`src/plc_pkg.sv`:
```
// Package: types, constants and helpers of the point line side counter.
`default_nettype none
package plc_pkg;

    localparam int MAX_POINTS_DEF = 16;
    localparam int COORD_BITS_DEF = 16;
    localparam int FIELD_W        = 16;
    localparam int IN_DATA_W      = 2 * FIELD_W;
    localparam int TALLY_W        = 12;
    localparam int THRESH_W       = 12;
    localparam int OUT_USED_W     = 3 * TALLY_W + 2;
    localparam int OUT_DATA_W     = ((OUT_USED_W + 7) / 8) * 8;
    localparam int OUT_PAD_W      = OUT_DATA_W - OUT_USED_W;
    localparam int MIN_POINTS     = 3;

    localparam logic [THRESH_W-1:0] THRESH_RESET = THRESH_W'(14);
    localparam logic [TALLY_W-1:0]  TALLY_MAX    = '1;

    typedef enum logic [2:0] {
        ST_LOAD,
        ST_READ_I,
        ST_READ_J,
        ST_SETUP,
        ST_SWEEP,
        ST_DRAIN,
        ST_NEXT,
        ST_DONE
    } t_state;

    typedef struct packed {
        logic valid;
        logic zero;
        logic neg;
    } t_side;

    function automatic logic [TALLY_W-1:0] sat_inc(input logic [TALLY_W-1:0] t);
        return (t == TALLY_MAX) ? t : t + TALLY_W'(1);
    endfunction

endpackage
`default_nettype wire

```
`src/point_line_side_counter.sv`:
```
// Top level: point loader, triple walk sequencer, tallies and result register.
//
// Usage:
//   Slave stream carries one point per transfer: tdata holds point_x in
//   bits 15:0 and point_y in bits 31:16, tlast marks the final point of a set.
//   Points load one per cycle into the point memory. Points beyond the
//   memory depth are dropped and flagged in the result.
//   The transfer with tlast starts the walk over all ordered pairs (i, j)
//   and third points z; the slave side is not ready during the walk.
//   The walk reads one third point per cycle through the single read port
//   of the point memory; with fewer than three points the walk is skipped
//   and the result goes to the output register once it is free.
//   The master stream then carries one result transfer. The result sits in
//   an output register, so loading of the next set starts at once even
//   while the receiver stalls; a stalled result only holds up the end of
//   the next walk.
//   The configuration channel writes count_threshold at any time, always
//   ready; it takes effect on the next result.
//   Reset (synchronous, active low) empties the point set, clears the
//   tallies and the result, and sets count_threshold to 14.
`default_nettype none
module point_line_side_counter #(
    parameter int MAX_POINTS = plc_pkg::MAX_POINTS_DEF,
    parameter int COORD_BITS = plc_pkg::COORD_BITS_DEF
) (
    input  logic                              i_clk,
    input  logic                              i_rst_n,
    input  logic                              i_s_tvalid,
    output logic                              o_s_tready,
    // point_x [15:0], point_y [31:16]
    input  logic [plc_pkg::IN_DATA_W-1:0]     i_s_tdata,
    input  logic                              i_s_tlast,
    output logic                              o_m_tvalid,
    input  logic                              i_m_tready,
    // on_line_count [11:0], negative_side_count [23:12],
    // positive_side_count [35:24], all_exceed [36], set_overflow [37], zero
    output logic [plc_pkg::OUT_DATA_W-1:0]    o_m_tdata,
    input  logic                              i_cfg_valid,
    output logic                              o_cfg_ready,
    input  logic [plc_pkg::THRESH_W-1:0]      i_cfg_data
);
    import plc_pkg::*;

    localparam int IDX_W = $clog2(MAX_POINTS);
    localparam int CNT_W = $clog2(MAX_POINTS + 1);
    localparam int PT_W  = 2 * COORD_BITS;

    t_state                   r_state;
    t_state                   n_state;
    logic [CNT_W-1:0]         r_held;
    logic                     r_ovf;
    logic [IDX_W-1:0]         r_i;
    logic [IDX_W-1:0]         r_j;
    logic [IDX_W-1:0]         r_z;
    logic                     r_sv;
    logic [TALLY_W-1:0]       r_zero_t;
    logic [TALLY_W-1:0]       r_neg_t;
    logic [TALLY_W-1:0]       r_pos_t;
    logic [THRESH_W-1:0]      r_thresh;
    logic                     r_out_valid;
    logic [OUT_DATA_W-1:0]    r_out_data;
    logic signed [COORD_BITS-1:0] r_xi;
    logic signed [COORD_BITS-1:0] r_yi;
    logic signed [COORD_BITS:0]   r_a;
    logic signed [COORD_BITS:0]   r_b;

    logic                     w_s_acc;
    logic                     w_room;
    logic [CNT_W-1:0]         w_held_next;
    logic [CNT_W-1:0]         w_held_m1;
    logic [IDX_W-1:0]         w_last_idx;
    logic                     w_out_free;
    logic [IDX_W-1:0]         w_ni;
    logic [IDX_W-1:0]         w_nj;
    logic [IDX_W-1:0]         w_rd_addr;
    logic [PT_W-1:0]          w_rd_data;
    logic [PT_W-1:0]          w_wr_data;
    logic [COORD_BITS-1:0]    w_in_x;
    logic [COORD_BITS-1:0]    w_in_y;
    logic signed [COORD_BITS-1:0] w_rd_x;
    logic signed [COORD_BITS-1:0] w_rd_y;
    logic                     w_all;
    t_side                    w_side;
    logic                     w_eval_busy;

    assign o_s_tready  = (r_state == ST_LOAD);
    assign o_cfg_ready = 1'b1;
    assign o_m_tvalid  = r_out_valid;
    assign o_m_tdata   = r_out_data;

    assign w_s_acc     = i_s_tvalid && o_s_tready;
    assign w_room      = (r_held < CNT_W'(MAX_POINTS));
    assign w_held_next = w_room ? r_held + CNT_W'(1) : r_held;
    assign w_held_m1   = r_held - CNT_W'(1);
    assign w_last_idx  = w_held_m1[IDX_W-1:0];
    assign w_out_free  = !r_out_valid || i_m_tready;

    // coordinate field: low COORD_BITS bits, zero-filled above the field
    assign w_in_x    = COORD_BITS'(i_s_tdata[FIELD_W-1:0]);
    assign w_in_y    = COORD_BITS'(i_s_tdata[IN_DATA_W-1:FIELD_W]);
    assign w_wr_data = {w_in_y, w_in_x};
    assign w_rd_x    = w_rd_data[COORD_BITS-1:0];
    assign w_rd_y    = w_rd_data[PT_W-1:COORD_BITS];

    assign w_all = (r_zero_t > r_thresh) && (r_neg_t > r_thresh) && (r_pos_t > r_thresh);

    always_comb begin
        if (r_j == w_last_idx) begin
            w_nj = '0;
            w_ni = r_i + IDX_W'(1);
        end else begin
            w_nj = r_j + IDX_W'(1);
            w_ni = r_i;
        end
    end

    always_comb begin
        n_state   = r_state;
        w_rd_addr = r_z;
        unique case (r_state)
            ST_LOAD: begin
                if (w_s_acc && i_s_tlast) begin
                    n_state = (w_held_next < CNT_W'(MIN_POINTS)) ? ST_DONE : ST_READ_I;
                end
            end
            ST_READ_I: begin
                w_rd_addr = r_i;
                n_state   = ST_READ_J;
            end
            ST_READ_J: begin
                w_rd_addr = r_j;
                n_state   = ST_SETUP;
            end
            ST_SETUP: begin
                n_state = ST_SWEEP;
            end
            ST_SWEEP: begin
                if (r_z == w_last_idx) begin
                    n_state = ST_DRAIN;
                end
            end
            ST_DRAIN: begin
                if (!r_sv && !w_eval_busy) begin
                    n_state = ST_NEXT;
                end
            end
            ST_NEXT: begin
                if (r_i == w_last_idx && r_j == w_last_idx) begin
                    n_state = ST_DONE;
                end else if (w_ni != w_nj) begin
                    n_state = ST_READ_I;
                end
            end
            ST_DONE: begin
                if (w_out_free) begin
                    n_state = ST_LOAD;
                end
            end
            default: begin
                n_state = ST_LOAD;
            end
        endcase
    end

    always_ff @(posedge i_clk) begin
        if (!i_rst_n) begin
            r_state     <= ST_LOAD;
            r_held      <= '0;
            r_ovf       <= 1'b0;
            r_i         <= '0;
            r_j         <= '0;
            r_z         <= '0;
            r_sv        <= 1'b0;
            r_zero_t    <= '0;
            r_neg_t     <= '0;
            r_pos_t     <= '0;
            r_thresh    <= THRESH_RESET;
            r_out_valid <= 1'b0;
        end else begin
            r_state <= n_state;
            r_sv    <= (r_state == ST_SWEEP) && (r_z != r_i) && (r_z != r_j);
            if (i_cfg_valid) begin
                r_thresh <= i_cfg_data;
            end
            if (r_out_valid && i_m_tready) begin
                r_out_valid <= 1'b0;
            end
            if (w_side.valid) begin
                priority if (w_side.zero) begin
                    r_zero_t <= sat_inc(r_zero_t);
                end else if (w_side.neg) begin
                    r_neg_t <= sat_inc(r_neg_t);
                end else begin
                    r_pos_t <= sat_inc(r_pos_t);
                end
            end
            unique case (r_state)
                ST_LOAD: begin
                    if (w_s_acc) begin
                        r_held <= w_held_next;
                        if (!w_room) begin
                            r_ovf <= 1'b1;
                        end
                        if (i_s_tlast) begin
                            r_zero_t <= '0;
                            r_neg_t  <= '0;
                            r_pos_t  <= '0;
                            r_i      <= '0;
                            r_j      <= IDX_W'(1);
                        end
                    end
                end
                ST_SETUP: begin
                    r_z <= '0;
                end
                ST_SWEEP: begin
                    r_z <= r_z + IDX_W'(1);
                end
                ST_NEXT: begin
                    r_i <= w_ni;
                    r_j <= w_nj;
                end
                ST_DONE: begin
                    if (w_out_free) begin
                        r_out_valid <= 1'b1;
                        r_held      <= '0;
                        r_ovf       <= 1'b0;
                    end
                end
                default: begin
                end
            endcase
        end
    end

    always_ff @(posedge i_clk) begin
        if (r_state == ST_READ_J) begin
            r_xi <= w_rd_x;
            r_yi <= w_rd_y;
        end
        if (r_state == ST_SETUP) begin
            r_a <= (COORD_BITS + 1)'(r_yi) - (COORD_BITS + 1)'(w_rd_y);
            r_b <= (COORD_BITS + 1)'(w_rd_x) - (COORD_BITS + 1)'(r_xi);
        end
        if (r_state == ST_DONE && w_out_free) begin
            r_out_data <= {OUT_PAD_W'(0), r_ovf, w_all, r_pos_t, r_neg_t, r_zero_t};
        end
    end

    plc_point_mem #(
        .DEPTH  (MAX_POINTS),
        .WIDTH  (PT_W),
        .ADDR_W (IDX_W)
    ) u_mem (
        .i_clk     (i_clk),
        .i_wr_en   (w_s_acc && w_room),
        .i_wr_addr (r_held[IDX_W-1:0]),
        .i_wr_data (w_wr_data),
        .i_rd_addr (w_rd_addr),
        .o_rd_data (w_rd_data)
    );

    plc_side_eval #(
        .COORD_BITS (COORD_BITS)
    ) u_eval (
        .i_clk   (i_clk),
        .i_rst_n (i_rst_n),
        .i_valid (r_sv),
        .i_point (w_rd_data),
        .i_xi    (r_xi),
        .i_yi    (r_yi),
        .i_a     (r_a),
        .i_b     (r_b),
        .o_side  (w_side),
        .o_busy  (w_eval_busy)
    );

endmodule
`default_nettype wire

```
`src/plc_point_mem.sv`:
```
// Point store: one write port, one read port with registered read data.
`default_nettype none
module plc_point_mem #(
    parameter int DEPTH  = plc_pkg::MAX_POINTS_DEF,
    parameter int WIDTH  = 2 * plc_pkg::COORD_BITS_DEF,
    parameter int ADDR_W = $clog2(plc_pkg::MAX_POINTS_DEF)
) (
    input  logic              i_clk,
    input  logic              i_wr_en,
    input  logic [ADDR_W-1:0] i_wr_addr,
    input  logic [WIDTH-1:0]  i_wr_data,
    input  logic [ADDR_W-1:0] i_rd_addr,
    output logic [WIDTH-1:0]  o_rd_data
);
    logic [WIDTH-1:0] r_mem [DEPTH];
    logic [WIDTH-1:0] r_rd_data;

    always_ff @(posedge i_clk) begin
        if (i_wr_en) begin
            r_mem[i_wr_addr] <= i_wr_data;
        end
    end

    always_ff @(posedge i_clk) begin
        r_rd_data <= r_mem[i_rd_addr];
    end

    assign o_rd_data = r_rd_data;

endmodule
`default_nettype wire

```
`src/plc_side_eval.sv`:
```
// Two-stage side test: a*(xz-xi) + b*(yz-yi), then sign and zero classification.
`default_nettype none
module plc_side_eval #(
    parameter int COORD_BITS = plc_pkg::COORD_BITS_DEF
) (
    input  logic                         i_clk,
    input  logic                         i_rst_n,
    input  logic                         i_valid,
    input  logic [2*COORD_BITS-1:0]      i_point,
    input  logic signed [COORD_BITS-1:0] i_xi,
    input  logic signed [COORD_BITS-1:0] i_yi,
    input  logic signed [COORD_BITS:0]   i_a,
    input  logic signed [COORD_BITS:0]   i_b,
    output plc_pkg::t_side               o_side,
    output logic                         o_busy
);
    import plc_pkg::*;

    localparam int DW = COORD_BITS + 1;
    localparam int PW = 2 * DW;
    localparam int SW = PW + 1;

    logic signed [COORD_BITS-1:0] w_xz;
    logic signed [COORD_BITS-1:0] w_yz;
    logic signed [DW-1:0]         w_dx;
    logic signed [DW-1:0]         w_dy;
    logic signed [PW-1:0]         w_p1;
    logic signed [PW-1:0]         w_p2;
    logic signed [SW-1:0]         w_sum;

    logic                         r_v1;
    logic signed [PW-1:0]         r_p1;
    logic signed [PW-1:0]         r_p2;
    logic                         r_v2;
    logic                         r_zero;
    logic                         r_neg;

    assign w_xz  = i_point[COORD_BITS-1:0];
    assign w_yz  = i_point[2*COORD_BITS-1:COORD_BITS];
    assign w_dx  = DW'(w_xz) - DW'(i_xi);
    assign w_dy  = DW'(w_yz) - DW'(i_yi);
    assign w_p1  = i_a * w_dx;
    assign w_p2  = i_b * w_dy;
    assign w_sum = SW'(r_p1) + SW'(r_p2);

    always_ff @(posedge i_clk) begin
        if (!i_rst_n) begin
            r_v1 <= 1'b0;
            r_v2 <= 1'b0;
        end else begin
            r_v1 <= i_valid;
            r_v2 <= r_v1;
        end
    end

    always_ff @(posedge i_clk) begin
        r_p1   <= w_p1;
        r_p2   <= w_p2;
        r_zero <= (w_sum == '0);
        r_neg  <= w_sum[SW-1];
    end

    always_comb begin
        o_side.valid = r_v2;
        o_side.zero  = r_zero;
        o_side.neg   = r_neg;
    end

    assign o_busy = r_v1 | r_v2;

endmodule
`default_nettype wire

```
`config.mk`:
```
export PLATFORM = sky130hd
export DESIGN_NAME = point_line_side_counter
export DESIGN_NICKNAME = d
export VERILOG_FILES = /design/src/plc_pkg.sv /design/src/point_line_side_counter.sv /design/src/plc_point_mem.sv /design/src/plc_side_eval.sv
export SDC_FILE = /design/constraint.sdc
export NUM_CORES = 2
export LEC_CHECK = 0
export BUFFER_PORTS_ARGS = -buffer_cell sky130_fd_sc_hd__clkbuf_2
export CORE_MARGIN = 2
export CORE_UTILIZATION = 30
export CTS_CLUSTER_SIZE = 24
export DETAILED_ROUTE_END_ITERATION = 6
export SYNTH_ARGS = -nofsm -noshare
export SYNTH_HDL_FRONTEND = slang
export SYNTH_SLANG_ARGS = --single-unit
```
`constraint.sdc`:
```
create_clock -name i_clk -period 11.1 [get_ports i_clk]
set_input_delay 0.555 -clock i_clk [delete_from_list [all_inputs] [get_ports i_clk]]
set_output_delay 0.555 -clock i_clk [all_outputs]
set_load 0.05 [all_outputs]
```
Word-level counts from Yosys, hierarchy flattened:

Memory sizes are Yosys's and may differ from the RTL's. A register that Yosys moved wholly into a read port is not among the register bits.
Cells that the tools add are included.

* bits in registers: 247
* RAM bits: 512
* input bits: 50
* output and inout bits: 43
* logic and storage cells: 143
* memories: 1

Memory list
* u_mem.r_mem: depth 16, width 32, rd ports 1, clocked after Yosys merged registers in 1, wr ports 1, RTL line plc_point_mem.sv:15 `logic [WIDTH-1:0] r_mem [DEPTH];`

* add/sub/neg operators: 12
* multipliers: 2
* magnitude comparators: 5
* eq/ne operators: 24
* mux-type cells: 51
* bitwise logic cells: 1
* reductions and logical operators: 24

Operators with widths (count)
* 12-bit two-way mux: 20
* 17-bit by 17-bit multiplier with 34-bit output: 2
* 16-bit by 16-bit subtractor with 17-bit output: 3
* 12-bit by 1-bit adder with 12-bit output, second input constant: 3
* 12-bit == test, second input constant: 3
* 12-bit greater-than comparator: 3
* 34-bit by 34-bit adder with 35-bit output: 1
* 35-bit logical NOT: 1
* 4-bit case mux with 2 select lines: 4
* 4-bit two-way mux: 6
* 3-bit case mux with 8 select lines: 1
* 3-bit two-way mux: 7
* 5-bit two-way mux: 3
* 4-bit by 1-bit adder with 4-bit output, second input constant: 3
* 3-bit == test, second input constant: 4
* 4-bit == test: 3
* 4-bit != test: 3
* 1-bit logical AND: 11
* 5-bit case mux with 2 select lines: 1
* 1-bit two-way mux: 8
* 2-bit != test, second input constant: 4
* 3-bit by 2-bit == test with 1-bit output, second input constant: 2
* 2-bit by 1-bit != test with 1-bit output, second input constant: 3
* 3-bit AND reduction: 2
* other kinds (14): 18

Logic depth before layout (Yosys ltp):

* word-level depth: 8
* gate-level depth with buffers: 35

Hierarchy:

A second synthesis with hierarchy kept.

* cells, all modules: 4727
* area, all modules: 55754.7 µm²

Modules (own cells, without submodules)
* plc_side_eval: instances 1, cells an instance 3004, area an instance 26671.8 µm², seq. area each 1441.4 µm²
* plc_point_mem: instances 1, cells an instance 838, area an instance 19835.3 µm², seq. area each 16015.4 µm²
* point_line_side_counter: instances 1, cells an instance 885, area an instance 9247.6 µm², seq. area each 4544.4 µm²

Worst setup path after synthesis:

No wires, ideal clock.

* path type: register to register
* start: register u_mem.r_rd_data[16], in the netlist u_mem.o_rd_data[16] (read register of u_mem.r_mem)
* end: register u_eval.r_p2[33]
* setup time: 0.121 ns
* arrival: 7.779 ns
* data required time: 10.979 ns
* setup slack: 3.200 ns
* cell stages (with the launch flop): 33
* buffers on the path: 1
* clock period less this slack: 7.900 ns
* cells stage by stage: dfxtp_1 -> inv_1 -> ha_1 -> inv_1 -> fa_1 -> a21o_1 -> a21oi_1 -> nand2b_1 -> a21boi_1 -> or3_1 -> a31o_2 -> xor2_1 -> clkbuf_1 -> nand2_1 -> fa_1 -> inv_1 -> fa_1 -> ha_1 -> inv_1 -> fa_1 -> inv_1 -> fa_1 -> fa_1 -> ha_1 -> a21o_1 -> a221oi_1 -> nor3b_1 -> a211oi_1 -> a31oi_1 -> a41o_1 -> o221ai_1 -> a21oi_1 -> xnor2_1

* word-level cells in the longest chain between the ends: 2

RTL lines
* from (decl): RTL line plc_point_mem.sv:16 `logic [WIDTH-1:0] r_rd_data;`
* 16-bit by 16-bit subtractor with 17-bit output: RTL line plc_side_eval.sv:41 `assign w_dy = DW'(w_yz) - DW'(i_yi);`
* 17-bit by 17-bit multiplier with 34-bit output: RTL line plc_side_eval.sv:43 `assign w_p2 = i_b * w_dy;`
* named net u_eval.w_p2[33]: RTL line plc_side_eval.sv:28 `logic signed [PW-1:0] w_p2;`
* to (signal assigned): RTL line plc_side_eval.sv:58 `r_p2 <= w_p2;`
* to (decl): RTL line plc_side_eval.sv:33 `logic signed [PW-1:0] r_p2;`

The timed path passes the listed nets, and every way through them passes these cells.
A chain may end at the register's enable or synchronous reset.

Worst setup path after layout:

* start: register u_mem.r_rd_data[16], in the netlist u_mem.o_rd_data[16] (read register of u_mem.r_mem)
* end: register u_eval.r_p2[32]

Same word-level chain as after synthesis.

==> summary.md <==
| Metric | Value |
|---|---|
| Crit path arrival time | 9430 ps |
| Avg WL per Cell | 17.5 um |
| Total CTS buffers | 85 |
| Worst-path maximum fanout | 11 |
| FFs w/ async S/R, synth | 0% |
| Fin. Hold Viols | 0 |
| Detailed-route DRC error count | 0 |
| Clock sinks | 791 |
| Synthesized instance count | 5,029 |
| Share of layout cells above drive strength 1 | 7.26% |
| Global-route wire length before repair | 211 mm |
| Detailed Route WL | 134 mm |
| Initial Util | 30.2% |
| Port bufs | 89 |
| DP HPWL | 92.4 mm |
| Placed instance count | 7,464 |
| Most common library cells after synthesis | 736 x inv_1, 616 x edfxtp_1, 596 x fa_1, 464 x nand2_1, 298 x ha_1 |
| Core ar. | 186,000 um^2 |
| Min cycle time layout | 8840 ps |
| Die W | 437 um |
| Drt pass-1 iters | 5 |
| Yosys warns | 0 |
| Met1 usage in global routing | 18.7% |
| Row count | 158 |
| Yosys reg bits | 791 |
| CP required | 11,680 ps |
| Setup slack after layout | 2260 ps |
| Slew Viols, Final | 0 |
| Post-synth EDFFs | 616 |
| Vias in the first global route | 37,000 |
| Setup-failing EPs final | 0 |
| Slowest cell on crit path | mux2i_1 |
| GRT busiest layer | met2 |
| Hold Path Class | in2reg |
| Synth Flop Type | edfxtp_1 |
| Post-synth top area share | 33.0% |
| Met2 usage | 23.6% |
| Area grow syn2layout | 11.1% |
| Resize count post-CTS | 0 |
| Clock Skews | 47.0 ps |
| Sequential share of the synthesized area | 39.2% |
| M3 GR Usage | 2.13% |
| CTS tree | done |
| CTS H-Tree Depth | 3 |
| Outcome | finished, final reports clean |
| Critical Path Source Type | register |
| Vias/cell | 4.74 |
| Setup TNS | 0 ps |
| Fin crit share | 79.7% |
| Clock-pin slew on the worst setup and hold paths | 60 ps |
| Initial antenna violation count | 6 |
| Post-CTS setup buffers | 0 |
| Synth unique cells | 83 |
| Num ports | 93 |
| Most numerous cell in the Yosys netlist | inv_1 |
| Top post-synthesis cells by area | edfxtp_1 33%, fa_1 21%, ha_1 6.6% |
| Fin cells | 7,623 |
| Fillers | 18,500 |
| Tot GR Track Use | 13.9% |
| CTS Root Cell | clkbuf_16 |
| Die height | 437 um |
| Drt first-iter violations | 2,490 |
| Routed via count | 36,100 |
| Unrepaired setup endpoints after global routing | no |
| Hold-fix buffers, CTS | 0 |
| Die area | 191,000 um^2 |
| Final GP Congestion | 0.869 |
| Critical path endpoint category | register |
| Largest net degree at the start of global routing | 172 |
| Post-route ant nets | 0 |
| CP Class | reg2reg |
| Cell accounting for the most synthesized area | edfxtp_1 |
| CP peak stage delay | 820 ps |
| Maxcap violations | 0 |
| Post-Syn Area per Cell | 11.2 um^2 |
| Worst-Skew Late Latency | 710 ps |
| Cell repeated most along the worst path | fa_1 |
| Post-Syn Area | 56,100 um^2 |
| Max Fclk | 113 MHz |
| Worst Tran Pin Value | 1080 ps |
| CTS max path bufs | 3 |
| Rel. slew slack | 28.1% |
| Minimum hold slack | 115 ps |
| DP Worst Slack | 2340 ps |
| NumNets Final | 6,015 |
| Total grt overflow | 0 |
## layout make-up
cell class              count  area (um^2)  share of cell area, %
diodes                      2         5.00                0.00803
clock buffers             108         2270                   3.65
clock inverters            49          505                  0.811
inverters                 743         2790                   4.47
multi-input cells        3300        30700                   49.3
flip-flops and latches    791        22000                   35.3
well taps                2480         3100                   4.98
repair buffers            150          941                   1.51
## layer usage
| metal | share of wire (%) | wire length [um] | vias to the layer above |
|---|---|---|---|
| li1 | - | - | 16900 |
| met1 | 44 | 59500 | 18200 |
| met2 | 48 | 64700 | 840 |
| met4 | 2.0 | 2630 | 2 |
| met5 | 0.0075 | 10 | - |
| met3 | 5.1 | 6820 | 183 |
## final timing paths
check / startpoint / to / slack [ps] / cells past startpoint
max: u_mem.o_rd_data[16] / u_eval.r_p2[32] / 2260 / 31
min: i_cfg_data[3] / r_thresh[3] / 110 / 3
max reg2reg: u_mem.o_rd_data[16] / u_eval.r_p2[32] / 2260 / 31
min reg2reg: u_mem.o_rd_data[0] / r_xi[0] / 420 / 0
## per-stage QoR
step / util [%] / area (um^2)
floorplan: - / 56100
global placement: 32.1 / 59500
detailed placement: 32.1 / 59500
CTS: 33.6 / 62300
global route: 33.6 / 62300
finish: 33.6 / 62300
## kinds of logic (layout without fill, tap and decap cells)
| family | Yosys count | in the layout | synth area share, % |
|---|---|---|---|
| buf+inv | 939 | 1050 | 6.36 |
| mux | 281 | 281 | 5.30 |
| simple gates | 1265 | 1265 | 10.9 |
| fa+ha+maj | 894 | 894 | 27.9 |
| flops | 791 | 791 | 39.2 |
| compound gates | 705 | 705 | 7.92 |
| other cells | 2 | 5 | 0.0134 |
| xor+xnor | 152 | 152 | 2.40 |
## layout by cell type (no fill, tap or decap), types with 17 or more instances in the layout
cell type	count
ha_1	298
clkbuf_2	89
xnor2_1	96
nand3_1	47
mux2i_1	152
nand4_1	27
and3_1	26
mux2_2	47
nand2b_1	42
buf_4	58
nor2b_1	80
edfxtp_1	616
a21o_1	52
a211oi_1	123
a21oi_1	208
and2_1	206
nor3_1	47
o21a_1	23
xor2_1	50
o21ai_1	43
inv_1	736
dfxtp_1	175
nand2_1	464
clkbuf_16	85
clkbuf_1	17
nor2_1	232
or3_1	22
fa_1	596
o21ai_0	124
mux2_1	82
## critical path, delay by kind of cell (launching register included)
kind	cells	cell delay, ps
buf+inv	5	520
simple gates	4	1000
fa+ha+maj	9	3730
compound gates	11	2200
xor+xnor	1	130
mux	1	820
flops	1	320
## state kept, by name, summed over array words and instances, names as in the netlist, 3 cells and up
name,cells
r_zero_t,12
r_b,17
u_mem.r_mem,512
r_j,4
u_eval.r_p2,34
r_yi,16
u_mem.o_rd_data,32
r_neg_t,12
r_xi,16
r_held,5
r_a,17
u_eval.r_p1,34
o_m_tdata,38
r_thresh,12
r_i,4
r_state,3
r_pos_t,12
r_z,4
Power is not shown: default switching activity piles up to over one toggle a cycle in this logic, so the estimate is an artifact.
